File: src/tsqa_pkg.sv
package tsqa_pkg;

	// widths fixed by the item and register layout
	localparam int unsigned CNT_W = 16;
	localparam int unsigned PSC_W = 8;
	localparam int unsigned AVG_W = 16;

	// result status codes
	localparam logic [1:0] STATUS_AVG     = 2'd0;
	localparam logic [1:0] STATUS_TIMEOUT = 2'd1;
	localparam logic [1:0] STATUS_HOLD    = 2'd2;

	// input kinds
	localparam logic ACTION_START = 1'b0;
	localparam logic ACTION_POLL  = 1'b1;

	// register indexes (byte address 4*index)
	localparam logic [1:0] REG_RELEASE = 2'd0;
	localparam logic [1:0] REG_MIN     = 2'd1;
	localparam logic [1:0] REG_HOLD    = 2'd2;
	localparam logic [1:0] REG_TIMEOUT = 2'd3;

	// register reset values
	localparam logic [7:0]  RELEASE_RST = 8'd6;
	localparam logic [7:0]  MIN_RST     = 8'd10;
	localparam logic [15:0] HOLD_RST    = 16'd150;
	localparam logic [15:0] TIMEOUT_RST = 16'd3000;

	// saturation limits
	localparam logic [CNT_W-1:0] CNT_MAX = '1;
	localparam logic [PSC_W-1:0] PSC_MAX = '1;

	// command to the serial accumulator
	typedef struct packed {
		logic start;
		logic clr;
	} acc_cmd_t;

endpackage

File: src/tsqa_acc.sv
module tsqa_acc #(
	parameter int unsigned RAW_BITS = 16,
	parameter int unsigned SUM_W = 32
) (
	input  logic                 clk,
	input  logic                 arst_n,
	input  tsqa_pkg::acc_cmd_t   cmd,
	input  logic [RAW_BITS-1:0]  x,
	input  logic [RAW_BITS-1:0]  y,
	output logic [SUM_W-1:0]     sum_x,
	output logic [SUM_W-1:0]     sum_y,
	output logic                 busy
);

	localparam int unsigned STEP_W = $clog2(SUM_W);
	localparam logic [STEP_W-1:0] LAST_STEP = STEP_W'(SUM_W - 1);

	logic [SUM_W-1:0]  acc_x_q, acc_y_q;
	logic [SUM_W-1:0]  add_x_q, add_y_q;
	logic              cy_x_q, cy_y_q;
	logic [STEP_W-1:0] step_q;
	logic              busy_q;
	logic [1:0]        bit_x, bit_y;

	// one full adder per lane, lsb first
	assign bit_x = {1'b0, acc_x_q[0]} + {1'b0, add_x_q[0]} + {1'b0, cy_x_q};
	assign bit_y = {1'b0, acc_y_q[0]} + {1'b0, add_y_q[0]} + {1'b0, cy_y_q};

	// sequencing of the serial add
	always_ff @(posedge clk or negedge arst_n) begin
		if (!arst_n) begin
			busy_q <= 1'b0;
			step_q <= '0;
		end else if (cmd.start) begin
			busy_q <= 1'b1;
			step_q <= '0;
		end else if (busy_q) begin
			if (step_q == LAST_STEP) begin
				busy_q <= 1'b0;
			end
			step_q <= step_q + 1'b1;
		end
	end

	// sum and addend shift registers
	always_ff @(posedge clk or negedge arst_n) begin
		if (!arst_n) begin
			acc_x_q <= '0;
			acc_y_q <= '0;
			add_x_q <= '0;
			add_y_q <= '0;
			cy_x_q  <= 1'b0;
			cy_y_q  <= 1'b0;
		end else if (cmd.start) begin
			if (cmd.clr) begin
				acc_x_q <= '0;
				acc_y_q <= '0;
			end
			add_x_q <= SUM_W'(x);
			add_y_q <= SUM_W'(y);
			cy_x_q  <= 1'b0;
			cy_y_q  <= 1'b0;
		end else if (cmd.clr) begin
			acc_x_q <= '0;
			acc_y_q <= '0;
		end else if (busy_q) begin
			acc_x_q <= {bit_x[0], acc_x_q[SUM_W-1:1]};
			acc_y_q <= {bit_y[0], acc_y_q[SUM_W-1:1]};
			add_x_q <= {1'b0, add_x_q[SUM_W-1:1]};
			add_y_q <= {1'b0, add_y_q[SUM_W-1:1]};
			cy_x_q  <= bit_x[1];
			cy_y_q  <= bit_y[1];
		end
	end

	assign sum_x = acc_x_q;
	assign sum_y = acc_y_q;
	assign busy  = busy_q;

endmodule

File: src/tsqa_div.sv
module tsqa_div #(
	parameter int unsigned RAW_BITS = 16,
	parameter int unsigned SUM_W = 32
) (
	input  logic                            clk,
	input  logic                            arst_n,
	input  logic                            start,
	input  logic [SUM_W-1:0]                dvd_x,
	input  logic [SUM_W-1:0]                dvd_y,
	input  logic [tsqa_pkg::CNT_W-1:0]      divisor,
	output logic [tsqa_pkg::AVG_W-1:0]      quo_x,
	output logic [tsqa_pkg::AVG_W-1:0]      quo_y,
	output logic                            busy
);

	localparam int unsigned STEP_W = $clog2(SUM_W);
	localparam int unsigned REM_W = tsqa_pkg::CNT_W;
	localparam logic [STEP_W-1:0] LAST_STEP = STEP_W'(SUM_W - 1);

	logic [SUM_W-1:0]  dx_q, dy_q;
	logic [REM_W-1:0]  rx_q, ry_q;
	logic [REM_W-1:0]  dv_q;
	logic [STEP_W-1:0] step_q;
	logic              busy_q;
	logic [REM_W:0]    trial_x, trial_y, diff_x, diff_y;
	logic              ge_x, ge_y;

	// restoring step, one quotient bit per lane per cycle
	assign trial_x = {rx_q, dx_q[SUM_W-1]};
	assign trial_y = {ry_q, dy_q[SUM_W-1]};
	assign ge_x    = trial_x >= {1'b0, dv_q};
	assign ge_y    = trial_y >= {1'b0, dv_q};
	assign diff_x  = trial_x - {1'b0, dv_q};
	assign diff_y  = trial_y - {1'b0, dv_q};

	// iteration control
	always_ff @(posedge clk or negedge arst_n) begin
		if (!arst_n) begin
			busy_q <= 1'b0;
			step_q <= '0;
		end else if (start) begin
			busy_q <= 1'b1;
			step_q <= '0;
		end else if (busy_q) begin
			if (step_q == LAST_STEP) begin
				busy_q <= 1'b0;
			end
			step_q <= step_q + 1'b1;
		end
	end

	// dividend shifts out msb first, quotient shifts in at lsb
	always_ff @(posedge clk) begin
		if (start) begin
			dx_q <= dvd_x;
			dy_q <= dvd_y;
			rx_q <= '0;
			ry_q <= '0;
			dv_q <= divisor;
		end else if (busy_q) begin
			dx_q <= {dx_q[SUM_W-2:0], ge_x};
			dy_q <= {dy_q[SUM_W-2:0], ge_y};
			rx_q <= ge_x ? diff_x[REM_W-1:0] : trial_x[REM_W-1:0];
			ry_q <= ge_y ? diff_y[REM_W-1:0] : trial_y[REM_W-1:0];
		end
	end

	// the average of RAW_BITS-bit samples fits in RAW_BITS bits
	assign quo_x = tsqa_pkg::AVG_W'(dx_q[RAW_BITS-1:0]);
	assign quo_y = tsqa_pkg::AVG_W'(dy_q[RAW_BITS-1:0]);
	assign busy  = busy_q;

endmodule

File: src/touch_sample_qualifier_averager_core.sv
// Touch press qualifier and averager. Each request is a start or one poll of the touch
// controller; a start arms the block, which waits for the panel to be released, sums raw X
// and Y over one press and, once contact has been absent for release_polls polls with at
// least min_samples samples, returns the truncated average (status 0). A timeout (status 1)
// comes when timeout_polls polls have passed since the start, a hold event (status 2) when one
// contact lasts hold_polls polls; avg fields are zero for those. At most one result follows a
// request, and after a result the block is idle until the next start. A start, or a poll that
// adds no sample, leaves the block ready for the next request; a poll that adds a sample
// holds off requests while the bit-serial adder runs over the RAW_BITS+16 bit sums; a poll
// that produces the average holds off requests while the bit-serial restoring divider runs
// and until the result moves into a free output register. Timeout and hold results also
// wait for a free output register. A result waits in the output register while the next
// request is taken. Registers sit at byte addresses 0, 4, 8, 12: release_polls, min_samples,
// hold_polls, timeout_polls.
module touch_sample_qualifier_averager_core #(
	parameter int unsigned RAW_BITS = 16
) (
	input  logic        clk,
	input  logic        arst_n,
	// poll requests
	input  logic        s_tvalid,
	output logic        s_tready,
	input  logic [39:0] s_tdata,   // touched [0], raw_x [16:1], raw_y [32:17], zero fill
	input  logic        s_tuser,   // action [0]
	// results
	output logic        m_tvalid,
	input  logic        m_tready,
	output logic [31:0] m_tdata,   // avg_x [15:0], avg_y [31:16]
	output logic [1:0]  m_tuser,   // status [1:0]
	// register port
	input  logic        psel,
	input  logic        penable,
	input  logic        pwrite,
	input  logic [3:0]  paddr,
	input  logic [31:0] pwdata,
	output logic [31:0] prdata,
	output logic        pready
);

	localparam int unsigned SUM_W = RAW_BITS + tsqa_pkg::CNT_W;

	typedef enum logic [3:0] {
		ST_IDLE = 4'b0001,
		ST_ACC  = 4'b0010,
		ST_DIV  = 4'b0100,
		ST_EMIT = 4'b1000
	} fsm_t;

	typedef enum logic [2:0] {
		PH_IDLE = 3'b001,
		PH_WAIT = 3'b010,
		PH_ACQ  = 3'b100
	} phase_t;

	fsm_t   fsm_q;
	phase_t phase_q, n_phase;

	logic [7:0]  release_q, min_q;
	logic [15:0] hold_q, timeout_q;

	logic                        in_q, n_in;
	logic [tsqa_pkg::CNT_W-1:0]  pss_q, n_pss, cp_q, n_cp, cp_t, cnt_q, n_cnt, cnt_t;
	logic [tsqa_pkg::PSC_W-1:0]  psc_q, n_psc, psc_t;
	logic                        do_acc, clr_sum, res_v, div_go;
	logic [1:0]                  res_st, pend_st_q;

	logic                        s_action, s_touched, accept, wr_en, emit_go;
	logic [RAW_BITS-1:0]         s_x, s_y;

	tsqa_pkg::acc_cmd_t          acc_cmd;
	logic [SUM_W-1:0]            sum_x, sum_y;
	logic                        acc_busy, div_busy;
	logic [tsqa_pkg::AVG_W-1:0]  quo_x, quo_y;

	logic                        out_v_q;
	logic [1:0]                  out_st_q;
	logic [tsqa_pkg::AVG_W-1:0]  out_x_q, out_y_q;

	// request fields
	assign s_action  = s_tuser;
	assign s_touched = s_tdata[0];
	assign s_x       = s_tdata[RAW_BITS:1];
	assign s_y       = s_tdata[RAW_BITS+16:17];
	assign s_tready  = (fsm_q == ST_IDLE);
	assign accept    = s_tvalid && s_tready;

	// register writes and reads
	assign pready = 1'b1;
	assign wr_en  = psel && penable && pwrite && pready;

	always_ff @(posedge clk or negedge arst_n) begin
		if (!arst_n) begin
			release_q <= tsqa_pkg::RELEASE_RST;
			min_q     <= tsqa_pkg::MIN_RST;
			hold_q    <= tsqa_pkg::HOLD_RST;
			timeout_q <= tsqa_pkg::TIMEOUT_RST;
		end else if (wr_en) begin
			case (paddr[3:2])
				tsqa_pkg::REG_RELEASE: release_q <= pwdata[7:0];
				tsqa_pkg::REG_MIN:     min_q     <= pwdata[7:0];
				tsqa_pkg::REG_HOLD:    hold_q    <= pwdata[15:0];
				tsqa_pkg::REG_TIMEOUT: timeout_q <= pwdata[15:0];
				default: ;
			endcase
		end
	end

	always_comb begin
		case (paddr[3:2])
			tsqa_pkg::REG_RELEASE: prdata = {24'd0, release_q};
			tsqa_pkg::REG_MIN:     prdata = {24'd0, min_q};
			tsqa_pkg::REG_HOLD:    prdata = {16'd0, hold_q};
			tsqa_pkg::REG_TIMEOUT: prdata = {16'd0, timeout_q};
			default:               prdata = '0;
		endcase
	end

	// poll qualification: next counters and the result decision
	always_comb begin
		n_phase = phase_q;
		n_in    = in_q;
		n_pss   = pss_q;
		n_psc   = psc_q;
		n_cp    = cp_q;
		n_cnt   = cnt_q;
		cp_t    = cp_q;
		cnt_t   = cnt_q;
		psc_t   = psc_q;
		do_acc  = 1'b0;
		clr_sum = 1'b0;
		res_v   = 1'b0;
		res_st  = tsqa_pkg::STATUS_AVG;
		div_go  = 1'b0;
		if (s_action == tsqa_pkg::ACTION_START) begin
			n_phase = PH_WAIT;
			n_in    = 1'b0;
			n_pss   = '0;
			n_psc   = '0;
			n_cp    = '0;
			n_cnt   = '0;
			clr_sum = 1'b1;
		end else if (!(phase_q inside {PH_WAIT, PH_ACQ})) begin
			n_phase = PH_IDLE;
		end else if (pss_q >= timeout_q) begin
			res_v  = 1'b1;
			res_st = tsqa_pkg::STATUS_TIMEOUT;
		end else begin
			if (pss_q != tsqa_pkg::CNT_MAX) begin
				n_pss = pss_q + 1'b1;
			end
			if (s_touched) begin
				// contact: fresh contact restarts the press
				if (!in_q) begin
					n_in = 1'b1;
					cp_t = '0;
					if (phase_q == PH_ACQ) begin
						clr_sum = 1'b1;
						cnt_t   = '0;
					end
				end else if (cp_q != tsqa_pkg::CNT_MAX) begin
					cp_t = cp_q + 1'b1;
				end
				n_cp  = cp_t;
				n_psc = '0;
				n_cnt = cnt_t;
				if (phase_q == PH_ACQ && cnt_t != tsqa_pkg::CNT_MAX) begin
					do_acc = 1'b1;
					n_cnt  = cnt_t + 1'b1;
				end
				if (hold_q != '0 && cp_t >= hold_q) begin
					res_v  = 1'b1;
					res_st = tsqa_pkg::STATUS_HOLD;
				end
			end else if (!in_q) begin
				if (phase_q == PH_WAIT) begin
					n_phase = PH_ACQ;
				end
			end else begin
				// no contact during a press: count toward release
				psc_t = (psc_q != tsqa_pkg::PSC_MAX) ? psc_q + 1'b1 : psc_q;
				cp_t  = (cp_q != tsqa_pkg::CNT_MAX) ? cp_q + 1'b1 : cp_q;
				n_psc = psc_t;
				n_cp  = cp_t;
				if (psc_t >= release_q) begin
					n_in  = 1'b0;
					n_psc = '0;
					n_cp  = '0;
					if (phase_q == PH_WAIT) begin
						n_phase = PH_ACQ;
					end else if (cnt_q >= tsqa_pkg::CNT_W'(min_q) && cnt_q != '0) begin
						res_v  = 1'b1;
						res_st = tsqa_pkg::STATUS_AVG;
						div_go = 1'b1;
					end
				end
			end
		end
		// any result ends the run
		if (res_v) begin
			n_phase = PH_IDLE;
			n_in    = 1'b0;
			n_pss   = '0;
			n_psc   = '0;
			n_cp    = '0;
			n_cnt   = '0;
			clr_sum = 1'b1;
			do_acc  = 1'b0;
		end
	end

	// run state
	always_ff @(posedge clk or negedge arst_n) begin
		if (!arst_n) begin
			phase_q <= PH_IDLE;
			in_q    <= 1'b0;
			pss_q   <= '0;
			psc_q   <= '0;
			cp_q    <= '0;
			cnt_q   <= '0;
		end else if (accept) begin
			phase_q <= n_phase;
			in_q    <= n_in;
			pss_q   <= n_pss;
			psc_q   <= n_psc;
			cp_q    <= n_cp;
			cnt_q   <= n_cnt;
		end
	end

	// serial sum and divide units
	assign acc_cmd.start = accept && do_acc;
	assign acc_cmd.clr   = accept && clr_sum;

	tsqa_acc #(
		.RAW_BITS(RAW_BITS),
		.SUM_W(SUM_W)
	) u_acc (
		.clk(clk),
		.arst_n(arst_n),
		.cmd(acc_cmd),
		.x(s_x),
		.y(s_y),
		.sum_x(sum_x),
		.sum_y(sum_y),
		.busy(acc_busy)
	);

	tsqa_div #(
		.RAW_BITS(RAW_BITS),
		.SUM_W(SUM_W)
	) u_div (
		.clk(clk),
		.arst_n(arst_n),
		.start(accept && div_go),
		.dvd_x(sum_x),
		.dvd_y(sum_y),
		.divisor(cnt_q),
		.quo_x(quo_x),
		.quo_y(quo_y),
		.busy(div_busy)
	);

	// sequencer
	assign emit_go = (fsm_q == ST_EMIT) && (!out_v_q || m_tready);

	always_ff @(posedge clk or negedge arst_n) begin
		if (!arst_n) begin
			fsm_q     <= ST_IDLE;
			pend_st_q <= tsqa_pkg::STATUS_AVG;
		end else begin
			case (fsm_q)
				ST_IDLE: begin
					if (accept) begin
						pend_st_q <= res_st;
						if (div_go) begin
							fsm_q <= ST_DIV;
						end else if (res_v) begin
							fsm_q <= ST_EMIT;
						end else if (do_acc) begin
							fsm_q <= ST_ACC;
						end
					end
				end
				ST_ACC: begin
					if (!acc_busy) begin
						fsm_q <= ST_IDLE;
					end
				end
				ST_DIV: begin
					if (!div_busy) begin
						fsm_q <= ST_EMIT;
					end
				end
				ST_EMIT: begin
					if (emit_go) begin
						fsm_q <= ST_IDLE;
					end
				end
				default: fsm_q <= ST_IDLE;
			endcase
		end
	end

	// output register
	always_ff @(posedge clk or negedge arst_n) begin
		if (!arst_n) begin
			out_v_q <= 1'b0;
		end else if (emit_go) begin
			out_v_q <= 1'b1;
		end else if (m_tready) begin
			out_v_q <= 1'b0;
		end
	end

	always_ff @(posedge clk) begin
		if (emit_go) begin
			out_st_q <= pend_st_q;
			if (pend_st_q == tsqa_pkg::STATUS_AVG) begin
				out_x_q <= quo_x;
				out_y_q <= quo_y;
			end else begin
				out_x_q <= '0;
				out_y_q <= '0;
			end
		end
	end

	assign m_tvalid = out_v_q;
	assign m_tuser  = out_st_q;
	assign m_tdata  = {out_y_q, out_x_q};

	// requests are taken only with both serial units at rest
	a_idle_units: assert property (@(posedge clk) disable iff (!arst_n)
		s_tready |-> (!acc_busy && !div_busy))
		else $error("request taken while a serial unit is busy");

	// an idle run holds no counts
	a_idle_clear: assert property (@(posedge clk) disable iff (!arst_n)
		(phase_q == PH_IDLE) |-> (pss_q == '0 && cnt_q == '0 && !in_q))
		else $error("run counters not cleared in idle");

	// timeout and hold results carry zero averages
	a_zero_avg: assert property (@(posedge clk) disable iff (!arst_n)
		(m_tvalid && m_tuser != tsqa_pkg::STATUS_AVG) |-> (m_tdata == '0))
		else $error("nonzero average on a non-average result");

	// a finished division always goes to the output slot
	a_div_emit: assert property (@(posedge clk) disable iff (!arst_n)
		(fsm_q == ST_DIV && !div_busy) |=> (fsm_q == ST_EMIT))
		else $error("division result dropped");

endmodule

File: config.mk
export PLATFORM = sky130hd
export DESIGN_NAME = touch_sample_qualifier_averager_core
export DESIGN_NICKNAME = d
export VERILOG_FILES = /design/src/tsqa_pkg.sv /design/src/tsqa_acc.sv /design/src/tsqa_div.sv /design/src/touch_sample_qualifier_averager_core.sv
export SDC_FILE = /design/constraint.sdc
export NUM_CORES = 1
export LEC_CHECK = 0
export BUFFER_PORTS_ARGS = -buffer_cell sky130_fd_sc_hd__buf_2
export CORE_ASPECT_RATIO = 1.2
export CORE_UTILIZATION = 40
export CTS_CLUSTER_DIAMETER = 120
export CTS_CLUSTER_SIZE = 24
export DETAILED_ROUTE_END_ITERATION = 8
export SLEW_MARGIN = 40
export SYNTH_ARGS = -nofsm -noshare
export SYNTH_HDL_FRONTEND = slang
export SYNTH_SLANG_ARGS = --single-unit
File: constraint.sdc
create_clock -name clk -period 4.6 [get_ports clk]
set_input_delay 0 -clock clk [delete_from_list [all_inputs] [get_ports clk]]
set_output_delay 0 -clock clk [all_outputs]
set_load 0.01 [all_outputs]
After elaboration in Yosys (flattened, before gate mapping)
Index checks and enable logic that the tools add are counted.
- output and inout bits: 69
- input bits: 84
- register bits: 403
- $add $sub $neg: 12
- equal/unequal tests: 30
- reduce and logical (&&, ||, !) cells: 34
- order comparisons: 6
- mux-type cells: 130
- operator list (kind ; count):
    two-way mux 32 bit ; 17
    two-way mux 16 bit ; 32
    one-hot mux 32 bit (4 select lines) ; 1
    two-way mux 8 bit ; 8
    adder 16 x 1 -> 16 bit, second input constant ; 3
    inequality test 16 bit, second input constant ; 3
    two-way mux 1 bit ; 47
    >= comparator 17 x 16 -> 1 bit ; 2
    >= comparator 16 bit ; 2
    nonzero test 16 bit ; 2
    subtractor 16 bit ; 2
    two-way mux 4 bit ; 7
    two-way mux 3 bit ; 8
    two-way mux 5 bit ; 4
    >= comparator 16 x 8 -> 1 bit ; 1
    one-hot mux 4 bit (4 select lines) ; 1
    AND reduction 4 bit ; 4
    AND reduction 2 bit ; 7
    adder 5 x 1 -> 5 bit, second input constant ; 2
    equality test 5 bit, second input constant ; 2
    logical AND 1 bit ; 10
    two-way mux 2 bit ; 5
    nonzero test 2 bit ; 5
    adder 8 x 1 -> 8 bit, second input constant ; 1
    26 further kinds ; 36

Logic depth before layout (Yosys ltp)
Gate-level depths: netlist (run 1).
- word-level depth: 20
- mapped depth: 20

Modules after synthesis
A second synthesis (run 1) with hierarchy kept.
- cell total of the unflattened synthesis: 1993
- area total of the unflattened synthesis: 20295.7 µm²
- modules (own cells, without submodules) (module ; sequential area each (µm²) ; cells each ; area each (µm²) ; instances):
    touch_sample_qualifier_averager_core ; 3920.0 ; 931 ; 8938.6 ; 1
    tsqa_div ; 3193.1 ; 610 ; 6805.3 ; 1
    tsqa_acc ; 2602.5 ; 452 ; 4551.9 ; 1

Worst setup path after synthesis (run 1)
Ideal clock, no wire load.
- kind: register to register
- start: reg psc_q[0] (netlist bit)
- end: reg u_div.dx_q[0] (enable)
- setup slack: -0.480 ns
- setup time: 0.423 ns
- cell stages (with the launch flop): 18
- data required time: 4.177 ns
- arrival time: 4.657 ns
- buffers on the path: 4
- cell sequence: dfrtp_1 -> ha_1 -> nand2_1 -> nor2_1 -> nand3_1 -> xnor2_1 -> ha_1 -> nand2b_1 -> a31oi_1 -> o21ai_1 -> a221o_1 -> clkbuf_1 -> nand4_1 -> or2_2 -> clkbuf_1 -> buf_2 -> buf_2 -> nand2_1
- word-level cells in the longest chain between the ends: 11
- elaborated cells between the ends (all ways): 12
- classes of those cells: add/sub: 1; order compare: 1; eq/ne: 1; mux: 7; reduce/logical: 2
- RTL lines (what ; line ; RTL):
    from (decl) ; touch_sample_qualifier_averager_core.sv:63 ; logic [tsqa_pkg::PSC_W-1:0] psc_q, n_psc, psc_t;
    from (signal assigned) ; touch_sample_qualifier_averager_core.sv:224 ; psc_q <= n_psc;
    adder 8 x 1 -> 8 bit / inequality test 8 bit (equally long branches) ; touch_sample_qualifier_averager_core.sv:180 ; psc_t = (psc_q != tsqa_pkg::PSC_MAX) ? psc_q + 1'b1 : psc_q;
    two-way mux 8 bit * ; touch_sample_qualifier_averager_core.sv:180 ;
    >= comparator 8 bit * ; touch_sample_qualifier_averager_core.sv:184 ; if (psc_t >= release_q) begin
    two-way mux 1 bit * ; touch_sample_qualifier_averager_core.sv:184 ;
    two-way mux 1 bit * ; touch_sample_qualifier_averager_core.sv:174 ; end else if (!in_q) begin
    two-way mux 1 bit * ; touch_sample_qualifier_averager_core.sv:151 ; if (s_touched) begin
    two-way mux 1 bit * ; touch_sample_qualifier_averager_core.sv:144 ; end else if (pss_q >= timeout_q) begin
    two-way mux 1 bit * ; touch_sample_qualifier_averager_core.sv:142 ; end else if (!(phase_q inside {PH_WAIT, PH_ACQ})) begin
    two-way mux 1 bit * ; touch_sample_qualifier_averager_core.sv:134 ; if (s_action == tsqa_pkg::ACTION_START) begin
    logical AND 1 bit * ; touch_sample_qualifier_averager_core.sv:254 ; .start(accept && div_go),
    nonzero test 2 bit (no source line) * ; -- ;
    to (signal assigned) ; tsqa_div.sv:55 ; dx_q <= dvd_x;
    to (signal assigned) ; tsqa_div.sv:61 ; dx_q <= {dx_q[SUM_W-2:0], ge_x};
    to (decl) ; tsqa_div.sv:20 ; logic [SUM_W-1:0] dx_q, dy_q;
Every way passes the cells marked *; elsewhere a longest branch is shown, timed or not.
A chain may end at the register's enable or synchronous reset.

Worst setup path in the final report (run 1)
- start: reg cp_q[1] (netlist bit)
- end: reg cp_q[4] (netlist bit)
- word-level cells in the longest chain between the ends: 16
- elaborated cells between the ends (all ways): 26
- classes of those cells: add/sub: 1; order compare: 1; eq/ne: 4; mux: 18; reduce/logical: 2
- RTL lines (what ; line ; RTL):
    from (decl) ; touch_sample_qualifier_averager_core.sv:62 ; logic [tsqa_pkg::CNT_W-1:0] pss_q, n_pss, cp_q, n_cp, cp_t, cnt_q, n_cnt, cnt_t;
    from (signal assigned) ; touch_sample_qualifier_averager_core.sv:225 ; cp_q <= n_cp;
    adder 16 x 1 -> 16 bit / inequality test 16 bit (equally long branches) ; touch_sample_qualifier_averager_core.sv:161, touch_sample_qualifier_averager_core.sv:181, touch_sample_qualifier_averager_core.sv:160 ;
    two-way mux 16 bit * ; touch_sample_qualifier_averager_core.sv:160 ; end else if (cp_q != tsqa_pkg::CNT_MAX) begin
    two-way mux 16 bit ; touch_sample_qualifier_averager_core.sv:153 ; if (!in_q) begin
    two-way mux 16 bit ; touch_sample_qualifier_averager_core.sv:151 ;
    two-way mux 16 bit ; touch_sample_qualifier_averager_core.sv:144 ;
    two-way mux 16 bit ; touch_sample_qualifier_averager_core.sv:142 ;
    two-way mux 16 bit ; touch_sample_qualifier_averager_core.sv:134 ;
    >= comparator 16 bit ; touch_sample_qualifier_averager_core.sv:170 ; if (hold_q != '0 && cp_t >= hold_q) begin
    logical AND 1 bit ; touch_sample_qualifier_averager_core.sv:170 ;
    two-way mux 1 bit ; touch_sample_qualifier_averager_core.sv:170 ;
    two-way mux 1 bit ; touch_sample_qualifier_averager_core.sv:151 ;
    two-way mux 1 bit ; touch_sample_qualifier_averager_core.sv:144 ;
    two-way mux 1 bit ; touch_sample_qualifier_averager_core.sv:142 ;
    two-way mux 1 bit ; touch_sample_qualifier_averager_core.sv:134 ;
    inequality test 4 x 2 -> 1 bit (no source line), or another cell as far along ; -- ;
    AND reduction 4 bit (no source line) ; -- ;
Every way passes the cells marked *; elsewhere a longest branch is shown, timed or not. The select of a mux whose other input is x is not followed.

==> flow_summary.yaml, run 1 <==
run_status:
  status: "complete, no violations"
place:
  place_area_mm2: 0.0211
  port_buffers: 110
  gp_congestion: 0.878
  hpwl_um: 31000
cells_and_area:
  seq_area_mm2: 0.00972
  fin_area_mm2: 0.0222
  num-fill-cells: 4554
  areaGrowthSynthToFinish_pct: 12.7
  post-route-util: 0.460
  nets: 2283
  post_route_cells_drive_above_1_share: 0.130
  multiInputGateArea_mm2: 0.00921
logic_synthesis:
  synth_compound_area_frac: 0.150
  synth_largest_area_cell: "dfrtp_1"
  synth-async-reset-ratio: 0.606
  synth_top_area_frac: 0.264
  ys_ff_latch: 371
  synth_edf_count: 114
  ys_types: 88
  synthMuxAreaShare: 0.0581
  synthesis.instances: 1974
  synthFlopType: "dfrtp_1"
  yosysSeqAreaShare: 0.493
  synthSimpleGateAreaFrac: 0.168
  synth_commonest_cells: "nand2_1, dfrtp_1, a21oi_1, edfxtp_1, o21ai_0"
  syn_area_mm2: 0.0197
  syn_avg_cell_area_um2: 9.99
  ys_warn_count: 0
  synth_fa_ha_area_frac: 0.0599
  synthXorXnorAreaFrac: 0.0240
  synth.most_common_cell: "nand2_1"
  synth_top_family_by_area: "simple AND/OR/NAND/NOR gates"
  yosys-top-cells-area: "dfrtp_1, edfxtp_1, nand2_1"
detailed_routing:
  ant_nets: 0
  via_per_inst: 5.38
  first_pass_iters: 5
  vias: 14800
  wl_per_cell_um: 16.4
  finalWirelength_um: 45000
  drc: 0
  first_iter_violations: 737
floorplanning:
  start_util: 0.408
  rows: 88
  die_w_um: 205
  die_h_um: 245
  die_area_mm2: 0.0502
  core-area_mm2: 0.0483
  io_pins: 153
pwr:
  p_sw_uw: 2280
  p_clk_frac: 0.254
  intPower_uw: 5100
  p_leak_uw: 0.0100
  powerDensity_mw_per_mm2: 332
  power.share.sequential: 0.531
  ir_drop_mv: 0.290
  switching_share: 0.309
  p_comb_frac: 0.215
clock_tree:
  cts-root-buf: "clkbuf_16"
  cts_tree: "done"
  clock_latency_ns: 0.55
  cts_buffer_depth: 3
  numCtsBuffers: 19
  htreeDepth: 1
  clk_pin_slew_worst_paths_ns: 0.11
  clock-sinks: 371
sta:
  fmax_mhz: 228
  rsz0062_at_grt: "true"
  whs_ns: 0.107
  min_period_over_period: 0.954
  setup_viol_count_final: 0
  worstMarginPinSlew_ns: 0.841
  slew_headroom: 0.438
  slew_violations: 0
  hold_viol_final: 0
  fin_crit_ns: 4.39
  skew_ns: 0.0235
worst_setup_path:
  cp_common_cell: "nand2_1"
  crit_chain: "ha_1, nand2_1, nor4_4, nand2_1, buf_4, xnor2_1, nand2_1, ha_1, nand2b_1, a2111o_1, a32oi_1, a31oi_4, a211o_1, a21oi_2, buf_12, nand3_2, o31ai_1"
  cp-end-kind: "flop"
  critPathTopFamily: "compound AO/OA/AOI/OAI gates"
  crit_buf_inv: 2
  cp_slowest_cell: "dfrtp_1"
  critical_path.max_stage_delay_ns: 0.42
  rrSetupSlack_ns: 0.21
  worstPathMaxFanout: 30
  critPathKind: "reg -> reg"
  cp-start-kind: "flop"
  critPathArrivalTime_ns: 4.84
  critical_path_required_ns: 5.04
grt:
  grt_overflow: 0
  grt_antenna_before_repair: 1
  grt_pass1_wl_um: 74800
  grt_pass1_vias: 14800
  grtUsageTotal: 0.180
  grt_max_degree: 115
job:
  maxCapViolCount: 0
worst_hold_path:
  hp-class: "in -> reg"
-- final timing paths --
| check | startpoint | end | depth (start not counted) |
|---|---|---|---|
| max | cp_q[1] | cp_q[4] | 17 |
| min | penable | release_q[1] | 6 |
| max reg2reg | cp_q[1] | cp_q[4] | 17 |
| min reg2reg | u_div.ry_q[15] | u_div.ry_q[15] | 2 |
| max in group asynchronous | arst_n | cnt_q[15] | 4 |
| min in group asynchronous | arst_n | u_acc.sum_x[18] | 3 |
-- worst reg2reg max path, cell delays in order, from the launching register on --
cell	delay [ns]
dfrtp_1	0.42
ha_1	0.21
nand2_1	0.17
nor4_4	0.26
nand2_1	0.11
buf_4	0.19
xnor2_1	0.13
nand2_1	0.08
ha_1	0.28
nand2b_1	0.14
a2111o_1	0.41
a32oi_1	0.34
a31oi_4	0.23
a211o_1	0.32
a21oi_2	0.24
buf_12	0.23
nand3_2	0.23
o31ai_1	0.30
-- cell usage in the layout, fill, tap and decap left out, types with 9 or more instances in the layout --
cell type / Yosys / final
nor2b_1: 20 / 20
o21a_1: 11 / 11
o21ai_0: 111 / 111
o21ai_1: 13 / 12
dfstp_2: 17 / 17
and2_1: 38 / 38
clkbuf_16: 0 / 19
dlygate4sd3_1: 0 / 54
nand2b_1: 18 / 18
a22oi_1: 9 / 9
a22o_1: 49 / 49
ha_1: 88 / 88
dfxtp_1: 32 / 32
dfrtp_1: 208 / 208
inv_1: 88 / 87
nand3_1: 41 / 41
edfxtp_1: 114 / 114
a31oi_1: 21 / 21
buf_2: 24 / 109
o31ai_1: 15 / 15
nor3_1: 23 / 23
clkbuf_1: 51 / 11
a21o_1: 18 / 18
buf_4: 26 / 28
mux2i_1: 65 / 65
nor4_1: 13 / 12
conb_1: 2 / 17
mux2_2: 28 / 28
xnor2_1: 37 / 37
nand2_1: 380 / 379
and3_1: 27 / 26
nand4_1: 16 / 16
nor2_1: 88 / 87
buf_12: 0 / 14
xor2_1: 17 / 17
a21oi_1: 114 / 111
-- metrics by stage --
step	std cells	power (uW)	TNS [ns]	worst slack, ns
6_report	2750	7380	0	0.209
5_1_grt	2750	7790	-0.247	-0.0719
4_1_cts	2749	7470	0	0.139
3_5_place_dp	2661	5530	0	0.168
3_3_place_gp	2659	5470	0	0.260
2_1_floorplan	1989	4990	0	0.129
-- sequential cells by signal, summed over array words and instances (netlist names), 32 cells and up --
name	count
u_acc.sum_y	32
u_div.dx_q	32
u_div.dy_q	32
u_acc.sum_x	32
-- power by group through the flow --
stage / logic (uW) / clock network (uW) / registers (uW)
after global routing: 1770 / 2060 / 3960
after global placement: 1500 / 0 / 3970
after CTS: 1590 / 1960 / 3920
final: 1590 / 1870 / 3920
after detailed placement: 1540 / 0 / 3980
after floorplan: 1130 / 0 / 3860
-- routing by layer --
| metal | wire length, um | global-route usage | vias up |
|---|---|---|---|
| met3 | 1420 | 0.0211 | 57 |
| met2 | 22700 | 0.319 | 235 |
| li1 | - | - | 7221 |
| met5 | 0 | 0 | - |
| met4 | 855 | 0.0435 | 0 |
| met1 | 20000 | 0.232 | 7276 |
-- area by class of cell --
cell class	count	share of cell area
clock buffer	30	0.0232
tap	630	0.0355
inverter	90	0.0152
timing repair buffer	208	0.0735
multi-input combinational	1417	0.414
clock inverter	3	0.00107
antenna	1	0.000113
sequential	371	0.437
-- what timing repair did --
action | in CTS | in global routing
resized for setup | 0 | 7
endpoints found under the hold margin | 218 | 0
hold buffers | 55 | 0
buffers inserted | 0 | 0
setup endpoints to repair | 0 | 131
-- cell families after synthesis --
kind of cell	after synthesis
AND/OR/NAND/NOR	710
AO/OA/AOI/OAI	443
other	2
adder cells (fa/ha/maj)	92
buffers and inverters	201
multiplexers	101
flip-flops	371
XOR/XNOR	54
Power figures use the tool's default switching activity.
==> inputs of run 2 (changes only) <==
==> constraint.sdc (replaced) <==
create_clock -name clk -period 3.64 [get_ports clk]
set_input_delay 0 -clock clk [delete_from_list [all_inputs] [get_ports clk]]
set_output_delay 0 -clock clk [all_outputs]
set_load 0.01 [all_outputs]
==> run 2 against run 1 <==
Compared with the run above:
- the run now ends with setup timing left
- clock skew down 0.0066 ns
- global-route usage up 0.98 points
- largest cell class is now multi-input gates
- final cell count increased by 4.0%
- non-clock buffer count grew 110
- count of clock-buffer cells in the layout grew 1
==> flow_summary.yaml, run 2 (synthesis results as in run 1) <==
sta:
  worstMarginPinSlew_ns: 0.838
  fmax_mhz: 251
  finalSetupTns_ns: -38.67
  setup_viol_count_final: 155
  setup_slack_ns: -0.345
  rsz0062_at_grt: "true"
  slew_violations: 0
  fin_crit_ns: 3.98
  hold_viol_final: 0
  min_period_over_period: 1.09
  whs_ns: 0.0238
  slew_headroom: 0.441
  skew_ns: 0.0169
clock_tree:
  clock-sinks: 371
  cts_tree: "done"
  cts-root-buf: "clkbuf_16"
  htreeDepth: 1
  clk_pin_slew_worst_paths_ns: 0.11
  cts_buffer_depth: 3
  clock_latency_ns: 0.55
  numCtsBuffers: 19
pwr:
  p_sw_uw: 3180
  switching_share: 0.318
  p_clk_frac: 0.238
  power.share.sequential: 0.495
  ir_drop_mv: 0.384
  powerDensity_mw_per_mm2: 410
  p_leak_uw: 0.0109
  p_comb_frac: 0.267
  intPower_uw: 6820
worst_setup_path:
  critical_path.max_stage_delay_ns: 0.42
  r2r-start: "cp_q[0]"
  critPathKind: "reg -> reg"
  crit_chain: "ha_4, nand2_4, nor4_4, nand2_2, buf_6, and3_4, nand2_4, xor2_1, nor2_1, ha_1, nand4_1, buf_4, nor2_1, a32oi_2, a31oi_4, a211o_1, a21oi_4, buf_12, nand3_4, buf_12, o31ai_4"
  worstPathMaxFanout: 7
  critical_path_required_ns: 4.10
  r2r_cells: 21
  rrSetupSlack_ns: -0.34
  critPathArrivalTime_ns: 4.44
  rr_endpoint: "cp_q[8]"
  cp_slowest_cell: "dfrtp_1"
  cp-end-kind: "flop"
  cp-start-kind: "flop"
floorplanning:
  die_w_um: 205
  start_util: 0.408
  core-area_mm2: 0.0483
  die_h_um: 245
  rows: 88
  io_pins: 153
  die_area_mm2: 0.0502
detailed_routing:
  wl_per_cell_um: 17.2
  vias: 15400
  finalWirelength_um: 49200
  drc: 0
  via_per_inst: 5.40
  ant_nets: 0
  first_pass_iters: 5
  first_iter_violations: 787
grt:
  grt_pass1_wl_um: 78400
  grt_antenna_before_repair: 1
  grt_overflow: 0
  grt_max_degree: 103
  grt_pass1_vias: 15400
  grtUsageTotal: 0.190
worst_hold_path:
  whs_endpoint: "hold_q[6]"
  min-delay-start: "penable"
  whs_path_depth: 5
  hp-class: "in -> reg"
place:
  hpwl_um: 33100
  place_area_mm2: 0.0217
  placed_cells: 2730
  port_buffers: 110
  place_ws_ns: -0.442
  gp_congestion: 0.892
cells_and_area:
  multiInputGateArea_mm2: 0.0101
  post_route_cells_drive_above_1_share: 0.231
  finalNonFillerCells: 2860
  nets: 2393
  diodes: 0
  final_cell_mix: "nand2_1, dfrtp_1, edfxtp_1"
  seq_area_mm2: 0.00972
  fin_area_mm2: 0.0244
  num-fill-cells: 4340
  mostFrequentLayoutCell: "nand2_1"
  areaGrowthSynthToFinish_pct: 23.5
job:
  maxCapViolCount: 0
run_status:
  status: "finished, violations left"
  violations: "setup timing"
run 2: per-stage QoR:
| step | power [uW] | util |
|---|---|---|
| after floorplan | 6340 | - |
| after global placement | 7070 | 0.450 |
| after detailed placement | 7130 | 0.450 |
| after CTS | 9750 | 0.483 |
| after global routing | 10500 | 0.504 |
| final | 10000 | 0.504 |
run 2: what timing repair did:
item                                    4_1_cts  5_1_grt
pin swaps                                    20       82
hold buffers                                 55        1
setup buffers                                13       16
endpoints found under the setup margin      161      243
cloned                                        3       11
resized for setup                            69      175
endpoints found under the hold margin       190       28
run 2: worst max-delay path by stage:
stage                 start         endpoint  depth (start not counted)  slack, ns
floorplan           cp_q[1]  u_acc.sum_x[17]                         20      -0.19
global placement    cp_q[1]         pss_q[1]                         17      -0.30
detailed placement  cp_q[1]         pss_q[1]                         17      -0.44
CTS                 cp_q[3]        cnt_q[14]                         17      -0.33
global route        cp_q[0]   u_acc.sum_x[9]                         19      -0.55
finish              cp_q[0]          cp_q[8]                         21      -0.34
run 2: area by class of cell:
type                    count  share of cell area
multi-input cells        1417               0.414
flip-flops and latches    371               0.399
repair buffers            318               0.119
well taps                 630              0.0324
clock buffers              31              0.0214
inverters                  90              0.0139
clock inverters             3            0.000976
run 2: worst max-delay path, delay by kind of cell, from the launching register on:
family / cells / cell delay [ns]
AO/OA/AOI/OAI: 5 / 1.12
AND/OR/NAND/NOR: 9 / 1.03
buffers and inverters: 4 / 0.65
adder cells (fa/ha/maj): 2 / 0.47
flip-flops: 1 / 0.42
XOR/XNOR: 1 / 0.17
run 2: power groups by stage:
stage	registers, uW	clock network [uW]	logic, uW
2_1_floorplan	4880	0	1460
5_1_grt	4990	2600	2920
4_1_cts	4940	2480	2330
3_3_place_gp	5010	0	2060
3_5_place_dp	5030	0	2110
6_report	4950	2380	2670
run 2: routing by layer:
layer  global-route usage  up-vias  share of wire
met4               0.0500        2          0.025
met3               0.0238       80          0.041
met2                0.335      299           0.50
met1                0.242     7596           0.43
met5                    0        -        0.00028
li1                     -     7469              -
